`src/bounded_catch_up_refresh_scheduler_top_assert.svh`:
```
// Assertion macros used by the refresh scheduler top module.
`ifndef BOUNDED_CATCH_UP_REFRESH_SCHEDULER_TOP_ASSERT_SVH
`define BOUNDED_CATCH_UP_REFRESH_SCHEDULER_TOP_ASSERT_SVH

// Same-cycle implication, checked on every clock outside reset.
`define BCURS_ASSERT_NOW(lbl, trig, cons, msg) \
    lbl: assert property (@(posedge i_clk) disable iff (!i_rst_n) (trig) |-> (cons)) \
        else $error(msg);

// Next-cycle implication, checked on every clock outside reset.
`define BCURS_ASSERT_NEXT(lbl, trig, cons, msg) \
    lbl: assert property (@(posedge i_clk) disable iff (!i_rst_n) (trig) |=> (cons)) \
        else $error(msg);

`endif

```
`src/bcurs_pkg.sv`:
```
// Types and constants of the bounded catch-up refresh scheduler.
package bcurs_pkg;

    localparam int RATE_W     = 16;
    localparam int CFG_IDX_W  = 3;
    localparam int CFG_DATA_W = 16;
    localparam int DUE_W      = 8;
    localparam int DROP_W     = 25;
    localparam int DEFER_W    = 8;
    localparam int ALPHA_W    = 25;
    localparam int GPHASE_W   = 32;
    localparam int VPHASE_W   = 25;

    typedef enum logic {
        OP_ADVANCE = 1'b0,
        OP_RESET   = 1'b1
    } t_op;

    typedef enum logic {
        POLICY_DROP     = 1'b0,
        POLICY_PRESERVE = 1'b1
    } t_policy;

    typedef enum logic [CFG_IDX_W-1:0] {
        CFG_GUEST_RATE  = 3'd0,
        CFG_VISUAL_RATE = 3'd1,
        CFG_POLICY      = 3'd2,
        CFG_MAX_DUE     = 3'd3,
        CFG_MAX_DEFER   = 3'd4
    } t_cfg_idx;

    localparam logic [RATE_W-1:0]  RST_GUEST_RATE  = 16'd60;
    localparam logic [RATE_W-1:0]  RST_VISUAL_RATE = 16'd60;
    localparam logic [DUE_W-1:0]   RST_MAX_DUE     = 8'd4;
    localparam logic [DEFER_W-1:0] RST_MAX_DEFER   = 8'd1;

    typedef struct packed {
        logic [RATE_W-1:0]  guest_rate;
        logic [RATE_W-1:0]  visual_rate;
        t_policy            policy;
        logic [DUE_W-1:0]   max_due;
        logic [DEFER_W-1:0] max_defer;
    } t_cfg;

    typedef struct packed {
        logic [GPHASE_W-1:0] guest_phase;
        logic [VPHASE_W-1:0] visual_phase;
        logic                started;
    } t_state;

    typedef struct packed {
        logic [DUE_W-1:0]    refreshes_due;
        logic [DROP_W-1:0]   dropped_refreshes;
        logic [DEFER_W-1:0]  deferred_refreshes;
        logic [ALPHA_W-1:0]  interpolation_alpha;
        logic [GPHASE_W-1:0] guest_phase_out;
        logic [VPHASE_W-1:0] visual_phase_out;
    } t_result;

endpackage

```
`src/bcurs_in_if.sv`:
```
// Input channel: advance or reset items with elapsed time.
interface bcurs_in_if #(
    parameter int ELAPSED_BITS = 32
);
    logic                    valid;
    logic                    ready;
    bcurs_pkg::t_op          op;
    logic [ELAPSED_BITS-1:0] elapsed_time;

    modport source (output valid, output op, output elapsed_time, input ready);
    modport sink   (input valid, input op, input elapsed_time, output ready);
endinterface

```
`src/bcurs_out_if.sv`:
```
// Output channel: one scheduling result item per input item.
interface bcurs_out_if;
    logic                                valid;
    logic                                ready;
    logic [bcurs_pkg::DUE_W-1:0]         refreshes_due;
    logic [bcurs_pkg::DROP_W-1:0]        dropped_refreshes;
    logic [bcurs_pkg::DEFER_W-1:0]       deferred_refreshes;
    logic [bcurs_pkg::ALPHA_W-1:0]       interpolation_alpha;
    logic [bcurs_pkg::GPHASE_W-1:0]      guest_phase_out;
    logic [bcurs_pkg::VPHASE_W-1:0]      visual_phase_out;

    modport source (
        output valid, output refreshes_due, output dropped_refreshes,
        output deferred_refreshes, output interpolation_alpha,
        output guest_phase_out, output visual_phase_out, input ready
    );
    modport sink (
        input valid, input refreshes_due, input dropped_refreshes,
        input deferred_refreshes, input interpolation_alpha,
        input guest_phase_out, input visual_phase_out, output ready
    );
endinterface

```
`src/bcurs_cfg.sv`:
```
// Configuration register file of the refresh scheduler.
module bcurs_cfg (
    input  logic                            i_clk,
    input  logic                            i_rst_n,
    input  logic                            i_cfg_we,
    input  logic [bcurs_pkg::CFG_IDX_W-1:0]  i_cfg_index,
    input  logic [bcurs_pkg::CFG_DATA_W-1:0] i_cfg_data,
    output bcurs_pkg::t_cfg                 o_cfg
);
    import bcurs_pkg::*;

    t_cfg r_cfg;

    always_ff @(posedge i_clk) begin
        if (!i_rst_n) begin
            r_cfg.guest_rate  <= RST_GUEST_RATE;
            r_cfg.visual_rate <= RST_VISUAL_RATE;
            r_cfg.policy      <= POLICY_DROP;
            r_cfg.max_due     <= RST_MAX_DUE;
            r_cfg.max_defer   <= RST_MAX_DEFER;
        end else if (i_cfg_we) begin
            unique case (t_cfg_idx'(i_cfg_index))
                CFG_GUEST_RATE:  r_cfg.guest_rate  <= i_cfg_data[RATE_W-1:0];
                CFG_VISUAL_RATE: r_cfg.visual_rate <= i_cfg_data[RATE_W-1:0];
                CFG_POLICY:      r_cfg.policy      <= t_policy'(i_cfg_data[0]);
                CFG_MAX_DUE:     r_cfg.max_due     <= i_cfg_data[DUE_W-1:0];
                CFG_MAX_DEFER:   r_cfg.max_defer   <= i_cfg_data[DEFER_W-1:0];
                default: ;
            endcase
        end
    end

    assign o_cfg = r_cfg;
endmodule

```
`src/bcurs_step.sv`:
```
// Combinational step logic: phase accumulation, catch-up capping and alpha.
module bcurs_step #(
    parameter int FRACTION_BITS = 24,
    parameter int ELAPSED_BITS  = 32
) (
    input  bcurs_pkg::t_op          i_op,
    input  logic [ELAPSED_BITS-1:0] i_elapsed,
    input  bcurs_pkg::t_state       i_state,
    input  bcurs_pkg::t_cfg         i_cfg,
    output bcurs_pkg::t_state       o_state_next,
    output bcurs_pkg::t_result      o_result
);
    import bcurs_pkg::*;

    localparam int PROD_W  = ELAPSED_BITS + RATE_W;
    // The accumulation wraps at SUM_W bits, which is capped at 64.
    localparam int SUM_W   = (PROD_W + 1 > 64) ? 64 : PROD_W + 1;
    localparam int WHOLE_W = SUM_W - FRACTION_BITS;
    localparam int EXT_W   = (WHOLE_W > DUE_W) ? WHOLE_W : DUE_W;
    localparam logic [SUM_W-1:0] ONE_FX    = SUM_W'(1) << FRACTION_BITS;
    localparam logic [SUM_W-1:0] FRAC_MASK = ONE_FX - SUM_W'(1);
    localparam logic [ALPHA_W-1:0] ALPHA_ONE = ONE_FX[ALPHA_W-1:0];

    logic [PROD_W-1:0]  g_prod;
    logic [PROD_W-1:0]  v_prod;
    logic [SUM_W-1:0]   g_sum;
    logic [SUM_W-1:0]   v_sum;
    logic [SUM_W-1:0]   g_next;
    logic [EXT_W-1:0]   whole;
    logic [EXT_W-1:0]   cap_due;
    logic [EXT_W-1:0]   cap_defer;
    logic [EXT_W-1:0]   due;
    logic [EXT_W-1:0]   remaining;
    logic [EXT_W-1:0]   dropped;
    logic [EXT_W-1:0]   deferred;
    logic               v_carry;
    logic               drop_any;
    logic [VPHASE_W-1:0] v_next;
    logic [ALPHA_W-1:0]  alpha;

    always_comb begin
        g_prod = PROD_W'(i_elapsed) * PROD_W'(i_cfg.guest_rate);
        v_prod = PROD_W'(i_elapsed) * PROD_W'(i_cfg.visual_rate);
        g_sum  = SUM_W'(i_state.guest_phase) + SUM_W'(g_prod);
        v_sum  = SUM_W'(i_state.visual_phase) + SUM_W'(v_prod);

        whole     = EXT_W'(g_sum[SUM_W-1:FRACTION_BITS]);
        cap_due   = EXT_W'(i_cfg.max_due);
        cap_defer = EXT_W'(i_cfg.max_defer);
        due       = (whole < cap_due) ? whole : cap_due;
        remaining = whole - due;

        if (i_cfg.policy == POLICY_PRESERVE) begin
            if (remaining > cap_defer) begin
                dropped  = remaining - cap_defer;
                deferred = cap_defer;
            end else begin
                dropped  = '0;
                deferred = remaining;
            end
        end else begin
            dropped  = remaining;
            deferred = '0;
        end

        // Whatever is kept as debt sits above the fraction of the guest phase.
        g_next   = (SUM_W'(deferred[DEFER_W-1:0]) << FRACTION_BITS) | (g_sum & FRAC_MASK);
        v_carry  = |v_sum[SUM_W-1:FRACTION_BITS];
        drop_any = |dropped;
        v_next   = drop_any ? '0 : v_sum[VPHASE_W-1:0] & FRAC_MASK[VPHASE_W-1:0];
        alpha    = (drop_any || v_carry) ? ALPHA_ONE : v_next;
    end

    always_comb begin
        priority if (i_op == OP_RESET) begin
            o_state_next = '0;
            o_result     = '0;
        end else if (!i_state.started) begin
            o_state_next         = i_state;
            o_state_next.started = 1'b1;
            o_result                     = '0;
            o_result.refreshes_due       = DUE_W'(1);
            o_result.interpolation_alpha = ALPHA_ONE;
            o_result.guest_phase_out     = i_state.guest_phase;
            o_result.visual_phase_out    = i_state.visual_phase;
        end else begin
            o_state_next.guest_phase  = g_next[GPHASE_W-1:0];
            o_state_next.visual_phase = v_next;
            o_state_next.started      = 1'b1;
            o_result.refreshes_due       = due[DUE_W-1:0];
            o_result.dropped_refreshes   = DROP_W'(dropped);
            o_result.deferred_refreshes  = deferred[DEFER_W-1:0];
            o_result.interpolation_alpha = alpha;
            o_result.guest_phase_out     = g_next[GPHASE_W-1:0];
            o_result.visual_phase_out    = v_next;
        end
    end
endmodule

```
`src/bounded_catch_up_refresh_scheduler_top.sv`:
```
// Bounded catch-up refresh scheduler: each item moves from an input register
// through the step logic into a result register, and one item is taken every
// cycle while the result side keeps up. This rate is set by the phase update:
// multiply by the rate, add to the stored phase, cap and split, all between
// the input register and the phase and result registers, so the next item
// always sees the updated phases. Configuration writes take effect on the
// following cycle.
module bounded_catch_up_refresh_scheduler_top #(
    parameter int FRACTION_BITS = 24,
    parameter int ELAPSED_BITS  = 32
) (
    input  logic                             i_clk,
    input  logic                             i_rst_n,
    input  logic                             i_cfg_we,
    input  logic [bcurs_pkg::CFG_IDX_W-1:0]  i_cfg_index,
    input  logic [bcurs_pkg::CFG_DATA_W-1:0] i_cfg_data,
    bcurs_in_if.sink                         i_in,
    bcurs_out_if.source                      o_out
);
    import bcurs_pkg::*;

    `include "bounded_catch_up_refresh_scheduler_top_assert.svh"

    localparam logic [ALPHA_W-1:0] ALPHA_ONE = ALPHA_W'(64'd1 << FRACTION_BITS);

    t_cfg                    cfg;
    logic                    r_s1_valid;
    t_op                     r_s1_op;
    logic [ELAPSED_BITS-1:0] r_s1_elapsed;
    logic                    r_out_valid;
    t_result                 r_res;
    t_result                 n_res;
    t_state                  r_state;
    t_state                  n_state;
    logic                    s1_adv;
    logic                    in_acc;

    bcurs_cfg u_cfg (
        .i_clk       (i_clk),
        .i_rst_n     (i_rst_n),
        .i_cfg_we    (i_cfg_we),
        .i_cfg_index (i_cfg_index),
        .i_cfg_data  (i_cfg_data),
        .o_cfg       (cfg)
    );

    bcurs_step #(
        .FRACTION_BITS (FRACTION_BITS),
        .ELAPSED_BITS  (ELAPSED_BITS)
    ) u_step (
        .i_op         (r_s1_op),
        .i_elapsed    (r_s1_elapsed),
        .i_state      (r_state),
        .i_cfg        (cfg),
        .o_state_next (n_state),
        .o_result     (n_res)
    );

    // The input register drains whenever the result register is empty or
    // its item is being taken in the same cycle.
    assign s1_adv     = r_s1_valid && (!r_out_valid || o_out.ready);
    assign i_in.ready = !r_s1_valid || s1_adv;
    assign in_acc     = i_in.valid && i_in.ready;

    always_ff @(posedge i_clk) begin
        if (!i_rst_n) begin
            r_s1_valid  <= 1'b0;
            r_out_valid <= 1'b0;
            r_state     <= '0;
        end else begin
            if (i_in.ready) begin
                r_s1_valid <= i_in.valid;
            end
            if (s1_adv) begin
                r_out_valid <= 1'b1;
                r_state     <= n_state;
            end else if (o_out.ready) begin
                r_out_valid <= 1'b0;
            end
        end
    end

    always_ff @(posedge i_clk) begin
        if (in_acc) begin
            r_s1_op      <= i_in.op;
            r_s1_elapsed <= i_in.elapsed_time;
        end
        if (s1_adv) begin
            r_res <= n_res;
        end
    end

    assign o_out.valid               = r_out_valid;
    assign o_out.refreshes_due       = r_res.refreshes_due;
    assign o_out.dropped_refreshes   = r_res.dropped_refreshes;
    assign o_out.deferred_refreshes  = r_res.deferred_refreshes;
    assign o_out.interpolation_alpha = r_res.interpolation_alpha;
    assign o_out.guest_phase_out     = r_res.guest_phase_out;
    assign o_out.visual_phase_out    = r_res.visual_phase_out;

    `BCURS_ASSERT_NEXT(a_phase_matches_result, s1_adv, r_res.guest_phase_out == r_state.guest_phase && r_res.visual_phase_out == r_state.visual_phase, "result phases differ from stored phases")
    `BCURS_ASSERT_NOW(a_drop_forces_alpha, r_out_valid && r_res.dropped_refreshes != '0, r_res.interpolation_alpha == ALPHA_ONE && r_res.visual_phase_out == '0, "dropped refreshes without full alpha and cleared visual phase")
    `BCURS_ASSERT_NEXT(a_reset_item_clears, s1_adv && r_s1_op == OP_RESET, !r_state.started && r_state.guest_phase == '0 && r_state.visual_phase == '0, "reset item did not clear the state")
    `BCURS_ASSERT_NEXT(a_advance_starts, s1_adv && r_s1_op == OP_ADVANCE, r_state.started, "advance item left the scheduler unstarted")
endmodule
```
`src/flat_wrapper.sv`:
```
// flat-port wrapper written by rule: the top's interface ports become plain ports
module bounded_catch_up_refresh_scheduler_top_flat import bcurs_pkg::*;
#(
    parameter int FRACTION_BITS = 24,
    parameter int ELAPSED_BITS  = 32
)
  (i_clk, i_rst_n, i_cfg_we, i_cfg_index, i_cfg_data, i_in_valid, i_in_op, i_in_elapsed_time, i_in_ready, o_out_valid, o_out_refreshes_due, o_out_dropped_refreshes, o_out_deferred_refreshes, o_out_interpolation_alpha, o_out_guest_phase_out, o_out_visual_phase_out, o_out_ready);
  bcurs_in_if #(.ELAPSED_BITS(ELAPSED_BITS)) i_in_i ();
  bcurs_out_if o_out_i ();
  input  logic i_clk;
  input  logic i_rst_n;
  input  logic i_cfg_we;
  input  logic [bcurs_pkg::CFG_IDX_W-1:0] i_cfg_index;
  input  logic [bcurs_pkg::CFG_DATA_W-1:0] i_cfg_data;
  input wire logic [$bits(i_in_i.valid)-1:0] i_in_valid;
  input wire logic [$bits(i_in_i.op)-1:0] i_in_op;
  input wire logic [$bits(i_in_i.elapsed_time)-1:0] i_in_elapsed_time;
  output wire logic [$bits(i_in_i.ready)-1:0] i_in_ready;
  output wire logic [$bits(o_out_i.valid)-1:0] o_out_valid;
  output wire logic [$bits(o_out_i.refreshes_due)-1:0] o_out_refreshes_due;
  output wire logic [$bits(o_out_i.dropped_refreshes)-1:0] o_out_dropped_refreshes;
  output wire logic [$bits(o_out_i.deferred_refreshes)-1:0] o_out_deferred_refreshes;
  output wire logic [$bits(o_out_i.interpolation_alpha)-1:0] o_out_interpolation_alpha;
  output wire logic [$bits(o_out_i.guest_phase_out)-1:0] o_out_guest_phase_out;
  output wire logic [$bits(o_out_i.visual_phase_out)-1:0] o_out_visual_phase_out;
  input wire logic [$bits(o_out_i.ready)-1:0] o_out_ready;
  assign i_in_i.valid = i_in_valid;
  assign i_in_i.op = i_in_op;
  assign i_in_i.elapsed_time = i_in_elapsed_time;
  assign i_in_ready = i_in_i.ready;
  assign o_out_valid = o_out_i.valid;
  assign o_out_refreshes_due = o_out_i.refreshes_due;
  assign o_out_dropped_refreshes = o_out_i.dropped_refreshes;
  assign o_out_deferred_refreshes = o_out_i.deferred_refreshes;
  assign o_out_interpolation_alpha = o_out_i.interpolation_alpha;
  assign o_out_guest_phase_out = o_out_i.guest_phase_out;
  assign o_out_visual_phase_out = o_out_i.visual_phase_out;
  assign o_out_i.ready = o_out_ready;
  bounded_catch_up_refresh_scheduler_top #(.FRACTION_BITS(FRACTION_BITS), .ELAPSED_BITS(ELAPSED_BITS)) u_core (.i_clk(i_clk), .i_rst_n(i_rst_n), .i_cfg_we(i_cfg_we), .i_cfg_index(i_cfg_index), .i_cfg_data(i_cfg_data), .i_in(i_in_i), .o_out(o_out_i));
endmodule
```
`config.mk`:
```
export PLATFORM = sky130hd
export DESIGN_NAME = bounded_catch_up_refresh_scheduler_top_flat
export DESIGN_NICKNAME = d
export VERILOG_FILES = /design/src/bcurs_pkg.sv /design/src/bcurs_in_if.sv /design/src/bcurs_out_if.sv /design/src/bcurs_cfg.sv /design/src/bcurs_step.sv /design/src/bounded_catch_up_refresh_scheduler_top.sv /design/src/flat_wrapper.sv
export VERILOG_INCLUDE_DIRS = /design/src /design/src/src
export SDC_FILE = /design/constraint.sdc
export NUM_CORES = 2
export LEC_CHECK = 0
export CAP_MARGIN = 15
export CORE_MARGIN = 2
export CORE_UTILIZATION = 45
export DETAILED_ROUTE_END_ITERATION = 8
export DONT_BUFFER_PORTS = 1
export PLACE_DENSITY = 0.65
export SETUP_SLACK_MARGIN = 0.4
export SYNTH_ARGS = -nofsm -noshare
export SYNTH_HDL_FRONTEND = slang
export SYNTH_SLANG_ARGS = --single-unit
```
`constraint.sdc`:
```
create_clock -name i_clk -period 10.91 [get_ports i_clk]
set_input_delay 1.6365 -clock i_clk [delete_from_list [all_inputs] [get_ports i_clk]]
set_output_delay 1.6365 -clock i_clk [all_outputs]
set_load 0.01 [all_outputs]
```
==> flow_summary.toml <==
[setup_path]
r2r_start = "u_core.r_s1_elapsed[4]"
r2r_end = "u_core.o_out.visual_phase_out[5]"
slowest_stage = "fa_1"
cp.arrival_ns = 12.54
crit_required_ns = 11.35
path_class = "flip-flop to flip-flop"
rr_worst_depth = 49
r2r_slack_ns = -1.19
endpoint_kind = "flip-flop"
max_stage_delay_ns = 0.62
crit_fanout = 5
cp-start-kind = "flip-flop"

[min_path]
hold_class = "flip-flop to flip-flop"
holdPathStages = 2
hold_end = "u_core.u_cfg.o_cfg[30]"
hold_start = "u_core.u_cfg.o_cfg[30]"

[clock_network]
h-tree-depth = 2
cts_tree = "yes"
clock_latency_ns = 0.60
cts_buffers = 34
clock-sinks = 263
root_buffer = "clkbuf_16"
path_clk_slew_ns = 0.06
cts_buffer_depth = 3
cts_hold_buf = 0

[sta]
fmax_ghz = 0.0826
min_period_over_period = 1.11
slew_violations = 0
hold_viol = 0
slew_headroom = 0.229
rsz0062_at_grt = "true"
finalWorstSetupSlack_ns = -1.19
fin_crit_ns = 12.10
fin_setup_tns_ns = -106.87
setup_viol = 122
skew_ns = 0.0444
whs_ns = 0.453
worst_pin_slew_ns = 1.15

[synth]
synthTopCellsByCount = "1134 x inv_1, 896 x fa_1, 792 x nand2_1, 503 x and2_1, 283 x ha_1"
yosysUniqueCellTypes = 86
ys_async_sr_fraction = 0
synth_seq_cells = 263
postSynthAreaPerCell_um2 = 8.88
synthMostInstantiatedCell = "inv_1"
synthFlopType = "edfxtp_1"
seq_area_frac_synth = 0.145
netlist_instances = 5301
ys.warnings.count = 0
synth-edff-count = 155
synth_top_area_frac = 0.381
yosysTopAreaCell = "fa_1"
syn_area_mm2 = 0.0471
synthesis.nets = 6537
yosys-top-cells-area = "fa_1 38%, edfxtp_1 9.9%, inv_1 9.0%"

[routing]
firstDrtPassIters = 6
viasPerCell = 5.25
routed_wl_mm = 132
detail-route-antenna-nets = 0
vias = 37300
wire_per_inst_um = 18.6
drt_iter0_drc = 2574
route.detailed.drc = 0

[power_and_ir_drop]
p_leak_nw = 26.1
vdd_drop_max_mv = 0.885
powerDensity_mw_per_mm2 = 319

[grt]
antenna_found_initial = 11
grt_max_degree = 81
grt_usage = 0.252
grt_pass1_vias = 39000
grt_pass1_wl_mm = 213
grt_remaining_overflow = 0

[final_layout]
final.fill_count = 9434
fin_nets = 6915
final_layout_size_suffix_gt1_frac = 0.168
syn_to_final_growth_pct = 18.3
final_util = 0.537
final_area_mm2 = 0.0557

[placement]
dp_hpwl_mm = 107
io_buffers = 0
place_congestion = 0.922
place_area_mm2 = 0.0526

[die]
die_area_mm2 = 0.107
ioPinCount = 182
dieWidth_um = 328
fp-row-count = 118
core_mm2 = 0.104
start_util = 0.454
die_h_um = 328

[run_status]
status = "finished, violations left"
violations = "setup timing"

[job]
maxCapViolCount = 0
## through the flow
step,instances,power [mW],worst slack (ns)
after floorplan,5301,9.06,-0.331
after global placement,6931,14.6,-1.15
after detailed placement,6931,14.7,-1.34
after CTS,7074,17.1,-1.08
after global routing,7090,19.3,-1.62
final,7094,17.8,-1.19
## worst max-delay path by stage
| stage | startpoint | to | slack (ns) | cells past startpoint |
|---|---|---|---|---|
| floorplan | u_core.r_s1_elapsed[23] | u_core.r_state[1] | -0.33 | 45 |
| global placement | u_core.u_cfg.o_cfg[34] | u_core.o_out.interpolation_alpha[4] | -1.15 | 50 |
| detailed placement | u_core.u_cfg.o_cfg[34] | u_core.o_out.interpolation_alpha[16] | -1.34 | 51 |
| CTS | u_core.r_s1_elapsed[4] | u_core.o_out.interpolation_alpha[16] | -1.08 | 51 |
| global route | u_core.r_s1_elapsed[5] | u_core.o_out.visual_phase_out[5] | -1.62 | 53 |
| finish | u_core.r_s1_elapsed[4] | u_core.o_out.visual_phase_out[5] | -1.19 | 49 |
## registers in the layout (all words and copies together) (netlist names)
signal                            flops
u_core.o_out.guest_phase_out         32
u_core.o_out.visual_phase_out        24
u_core.o_out.interpolation_alpha     25
u_core.u_cfg.o_cfg                   49
u_core.r_s1_op                        1
u_core.r_state                       57
u_core.o_out.refreshes_due            8
u_core.o_out.dropped_refreshes       25
u_core.o_out.valid                    1
u_core.o_out.deferred_refreshes       8
u_core.r_s1_valid                     1
u_core.r_s1_elapsed                  32
## report_power, final
| group | internal, mW | leakage [nW] | switching, mW |
|---|---|---|---|
| logic | 7.45 | 23.2 | 8.01 |
| clock network | 0.658 | 0.538 | 0.495 |
| registers | 1.11 | 2.37 | 0.0476 |
## cells by family after synthesis
kind of cell             after synthesis  synth area share
flip-flops                           263             0.145
AO/OA/AOI/OAI                        556            0.0759
XOR/XNOR                             100            0.0188
adder cells (fa/ha/maj)             1179             0.456
multiplexers                          47            0.0100
other                                  1         0.0000796
buffers and inverters               1427             0.114
AND/OR/NAND/NOR                     1728             0.180
## critical path: cells and delay by family, from the launching register on
family	cells	cell delay (ns)
flip-flops	1	0.41
buffers and inverters	13	1.63
multiplexers	2	0.46
AO/OA/AOI/OAI	11	2.40
AND/OR/NAND/NOR	13	2.57
adder cells (fa/ha/maj)	10	4.43
## cells in the final DEF, fill, tap and decap left out, types with 23 or more instances in the layout
cell type  instances
a21o_1            66
a21oi_1          150
a21oi_2           24
and2_1           499
and3_1            24
buf_12            44
buf_4            550
buf_6             29
clkbuf_16         37
dfxtp_1           98
edfxtp_1         155
fa_1             881
ha_1             266
inv_1           1124
mux2i_1           36
nand2_1          775
nand3_1           51
nand4_1           37
nor2_1           152
nor3_1            24
o21a_1            23
o21ai_0           48
o21ai_1           39
o21ai_2           28
xnor2_1           52
xor2_1            40
## final cells by class
type	instances	area, um2	share of cell area
timing repair buffer	634	5610	0.101
clock buffer	45	933	0.0168
antenna	9	22.5	0.000404
tap	1380	1730	0.0310
inverter	1135	4270	0.0766
clock inverter	17	175	0.00314
multi-input combinational	3611	36100	0.649
sequential	263	6840	0.123
## layer usage
metal,track usage,part of all wire
met4,0.0806,0.032
met2,0.423,0.49
met5,0,0.00019
met1,0.334,0.42
met3,0.0397,0.065
## what timing repair did
| item | 4_1_cts | 5_1_grt |
|---|---|---|
| pin swaps | 78 | 40 |
| hold endpoints to repair | 0 | 0 |
| gates resized for setup | 166 | 94 |
| cloned | 7 | 2 |
| buffers inserted | 74 | 9 |
| endpoints found under the setup margin | 122 | 122 |
Note: power is estimated with default switching activity, not from simulation.
